## src/rtl/wkgp_pkg.sv

```systemverilog
package wkgp_pkg;

    localparam int MAX_ITEMS_DEF = 4096;
    localparam int HW            = 16;
    localparam int WW            = 16;
    localparam int KEYW          = HW + WW;
    localparam int CFGW          = 13;
    localparam int DPW           = 48;

    localparam logic CFG_NUM_ITEMS  = 1'b0;
    localparam logic CFG_NUM_GROUPS = 1'b1;

endpackage

```

## src/rtl/wkgp_mul.sv

```systemverilog
module wkgp_mul #(
    parameter int BW = 28
) (
    input  logic                            aclk,
    input  logic [wkgp_pkg::HW-1:0]         a,
    input  logic [BW-1:0]                   b,
    output logic [wkgp_pkg::HW+BW-1:0]      p_reg
);

    always_ff @(posedge aclk) begin
        p_reg <= (wkgp_pkg::HW+BW)'(a) * (wkgp_pkg::HW+BW)'(b);
    end

endmodule

```

## config.mk

```make
export PLATFORM = sky130hd
export DESIGN_NAME = wkgp_mul
export DESIGN_NICKNAME = d
export VERILOG_FILES = /design/src/rtl/wkgp_pkg.sv /design/src/rtl/wkgp_mul.sv
export SDC_FILE = /design/constraint.sdc
export NUM_CORES = 1
export LEC_CHECK = 0
export BUFFER_PORTS_ARGS = -buffer_cell sky130_fd_sc_hd__buf_2
export CORE_ASPECT_RATIO = 0.7
export CORE_UTILIZATION = 45
export CTS_CLUSTER_DIAMETER = 30
export DETAILED_ROUTE_END_ITERATION = 6
export PLACE_DENSITY = 0.59
export RECOVER_POWER = 100
export REMOVE_ABC_BUFFERS = 1
export SLEW_MARGIN = 20
export SYNTH_ARGS = -nofsm -noshare
export SYNTH_HDL_FRONTEND = slang
export SYNTH_SLANG_ARGS = --single-unit
```

## constraint.sdc

```tcl
create_clock -name aclk -period 8 [get_ports aclk]
set_input_delay 0.4 -clock aclk [delete_from_list [all_inputs] [get_ports aclk]]
set_output_delay 0.4 -clock aclk [all_outputs]
set_load 0.02 [all_outputs]
```

* Word-level counts from Yosys, hierarchy flattened
Index checks and enable logic that the tools add are counted.
** Operators by class
- Add/subtract/negate cells :: 0
- Multipliers :: 1
- Bitwise gates (word level) :: 0
- Equal/unequal tests :: 0
- Multiplexer cells :: 0
- Shift operators :: 0
- Reductions and logical operators :: 0
- Order comparisons :: 0
- Divide/modulo/power cells :: 0
** Operator list (count)
- $mul 16x28->44 :: 1
** Storage, ports and cells
- Flip-flop bits (word level) :: 44
- Output and inout port bits :: 44
- Memories kept :: 0
- Memory bits (read-only) :: 0
- Latch bits :: 0
- Word-level logic and storage cells :: 2
- Input bits :: 45
- Bits in writable memories :: 0

* Depth between registers and ports, before layout
- Depth after elaboration :: 1
- Gate-level depth with buffers :: 23

* Worst setup path after synthesis
OpenSTA, ideal clock, no wires.
- Path kind :: input to register
- From :: in a[7] (netlist bit)
- To :: reg p_reg[41] (netlist bit)
- Arrival :: 5.853 ns
- Buffers on the path :: 2
- Slack :: 2.030 ns
- Cell stages on the path :: 22
- Cells stage by stage :: clkbuf_1 > clkbuf_1 > nand2_1 > fa_1 > inv_1 > fa_1 > inv_1 > fa_1 > inv_1 > fa_1 > fa_1 > inv_1 > fa_1 > inv_1 > ha_1 > nand2_2 > nor3_4 > a21oi_2 > o31ai_4 > a21oi_2 > or3_1 > o2111a_1
** On the way
- Word-level cells in the longest chain between the ends :: 1
** Ends and longest elaborated chain
- start, declared :: RTL line wkgp_mul.sv:5 : input logic [wkgp_pkg::HW-1:0] a,
- $mul 16x28->44 :: RTL line wkgp_mul.sv:11 : p_reg <= (wkgp_pkg::HW+BW)'(a) * (wkgp_pkg::HW+BW)'(b);
- end signal, assigned :: RTL line wkgp_mul.sv:11
- end, declared :: RTL line wkgp_mul.sv:7 : output logic [wkgp_pkg::HW+BW-1:0] p_reg
Every way passes these cells.

* Worst setup path in the final report
- From :: in a[2] (netlist bit)
- To :: reg p_reg[36] (netlist bit)
The elaborated chain is that of the path after synthesis.

==> flow_metrics.tcl <==
set metrics [dict create \
    placement.io_buffers 88 \
    synth_enable_flop_cells 0 \
    setup_viol_count_final 0 \
    netlist_area_um2 15300 \
    final-seq-area_um2 881 \
    tightest_slew_ps 1710 \
    wirelength_um 39400 \
    drive_above_1_share_pct 3.52 \
    largest_reg_flops 44 \
    clock_path_buffers 2 \
    clockRootBuffer "clkbuf_16" \
    die_h_um 156 \
    post-route-period-util_pct 86.1 \
    clk_pin_slew_worst_paths_ps 80 \
    gp_congestion 0.878 \
    multi_input_area_um2 12600 \
    fmax_ghz 0.145 \
    grt_setup_unrepaired "false" \
    clock_sinks 44 \
    synth_top_cell_area_share_pct 47.4 \
    drv_cap 1 \
    drt-vias-per-instance 5.17 \
    fin_crit_ps 6890 \
    synthTopCellsByArea "fa_1 (47%), inv_1 (9.6%), ha_1 (9.5%)" \
    cts_resized 0 \
    synthAdderAreaFrac_pct 56.9 \
    layout_common_cells "inv_1 (393), fa_1 (362), nand2_1 (295)" \
    fillers 3314 \
    final_common_cell "inv_1" \
    endpoint_kind "flip-flop" \
    grt_pass1_wl_um 65500 \
    syn_avg_cell_area_um2 8.86 \
    hold_violations 0 \
    yosys.area_share.xor_xnor_pct 2.12 \
    cts_max_level 2 \
    coreArea_um2 33500 \
    dr.first_iter.drc_count 559 \
    min_path_cells 2 \
    ys_types 53 \
    grt_use_total_pct 24.5 \
    vias 11200 \
    syn_inst 1725 \
    tns_ps 0 \
    ys_seq_area_share_pct 5.76 \
    cts_setup_buffers 0 \
    cp.depth 19 \
    cts_buffers 5 \
    synth-simple-area-share_pct 17.2 \
    critPathKind "input port to flip-flop" \
    synth_compound_gate_area_share_pct 5.99 \
    holdBufCountCts 0 \
    violations "max-capacitance violations, max-slew violations" \
    synth_flop_cell "dfxtp_1" \
    nets 2255 \
    critPathBufInv 4 \
    yosys_warnings 0 \
    hold_class "input port to flip-flop" \
    timing.slew.headroom_pct -13.9 \
    dp_hpwl_um 31600 \
    grt_max_degree 29 \
    ant_nets 0 \
    cp_top_family "adder cells" \
    antenna_found_initial 2 \
    status "finished, violations left" \
    avgRoutedWirePerCell_um 18.2 \
    max_stage_delay_ps 1200 \
    yosysTopAreaCell "fa_1" \
    num_antenna_cells 0 \
    syn_to_final_growth_pct 4.84 \
    synth_top_family_by_area "adder cells" \
    first_pass_iters 5 \
    start_util_pct 45.7 \
    gr-total-overflow 0 \
    rows 56 \
    grt_pass1_vias 11900 \
    path_common_cell "fa_1" \
    cp_cell_sequence "clkbuf_1 -> nand2_1 -> fa_1 -> fa_1 -> fa_1 -> inv_1 -> fa_1 -> fa_1 -> inv_1 -> fa_1 -> inv_1 -> ha_1 -> nand2_1 -> o21ai_1 -> o21ai_0 -> a211oi_1 -> o21ai_2 -> mux2i_1 -> a2111oi_2" \
    cts_tree "yes" \
    synth-async-reset-ratio_pct 0 \
    ys_ff_latch 44 \
    cpMaxStageDelayCell "clkbuf_1" \
    dieWidth_um 222 \
    pin_count 89 \
    die-area_um2 34700 \
    required_ps 8210 \
    cp.arrival_ps 7100 \
    synthMuxAreaShare_pct 0.131 \
    crit_path_max_fanout 28 \
    remaining_drc_errors 0 \
    maxSlewViolCount 29 \
    startpoint_type "input port" \
]
final cells by class:
cell class | count | share of cell area, %
Clock buffer | 5 | 0.781
Clock inverter | 3 | 0.289
Inverter | 393 | 9.20
Multi-Input combinational cell | 1200 | 78.4
Sequential cell | 44 | 5.50
Tap cell | 435 | 3.40
Timing Repair Buffer | 88 | 2.39
synthesized netlist by cell type, drive strengths merged (7+ instances only):
master and n:
and2 189, nand2 296, fa 362, nor2 22
inv 393, nand3 10, a21oi 49, nand4 9
a21o 17, ha 116, xor2 15, xnor2 22
clkbuf 76, a211oi 7, dfxtp 44, buf 12
o21ai 30
cells by family after synthesis:
kind of cell,after synthesis
flip-flops,44
XOR/XNOR,37
AND/OR/NAND/NOR,546
adder cells (fa/ha/maj),478
AO/OA/AOI/OAI,137
multiplexers,2
buffers and inverters,481
metrics by stage:
step	instances	hold slack (ps)	util [%]	worst slack, ps	area, um2
3_3_place_gp	2160	815	47.6	1590	15900
5_1_grt	2168	590	47.9	826	16000
2_1_floorplan	1637	522	-	2570	14900
4_1_cts	2168	588	48.1	1810	16100
6_report	2168	591	47.9	1110	16000
3_5_place_dp	2160	816	47.6	1510	15900
routing by layer:
metal | share of wire, % | global-route usage, %
met1 | 48 | 35.9
met2 | 45 | 38.6
met3 | 6.1 | 4.26
met4 | 1.1 | 3.60
met5 | 0 | 0
final timing paths:
path  from         to
max   a[2]  p_reg[36]
min   b[0]   p_reg[0]
Power is left out: the tool's default activity adds up to more than one toggle a clock period on the data nets, which glitch-free logic cannot reach.
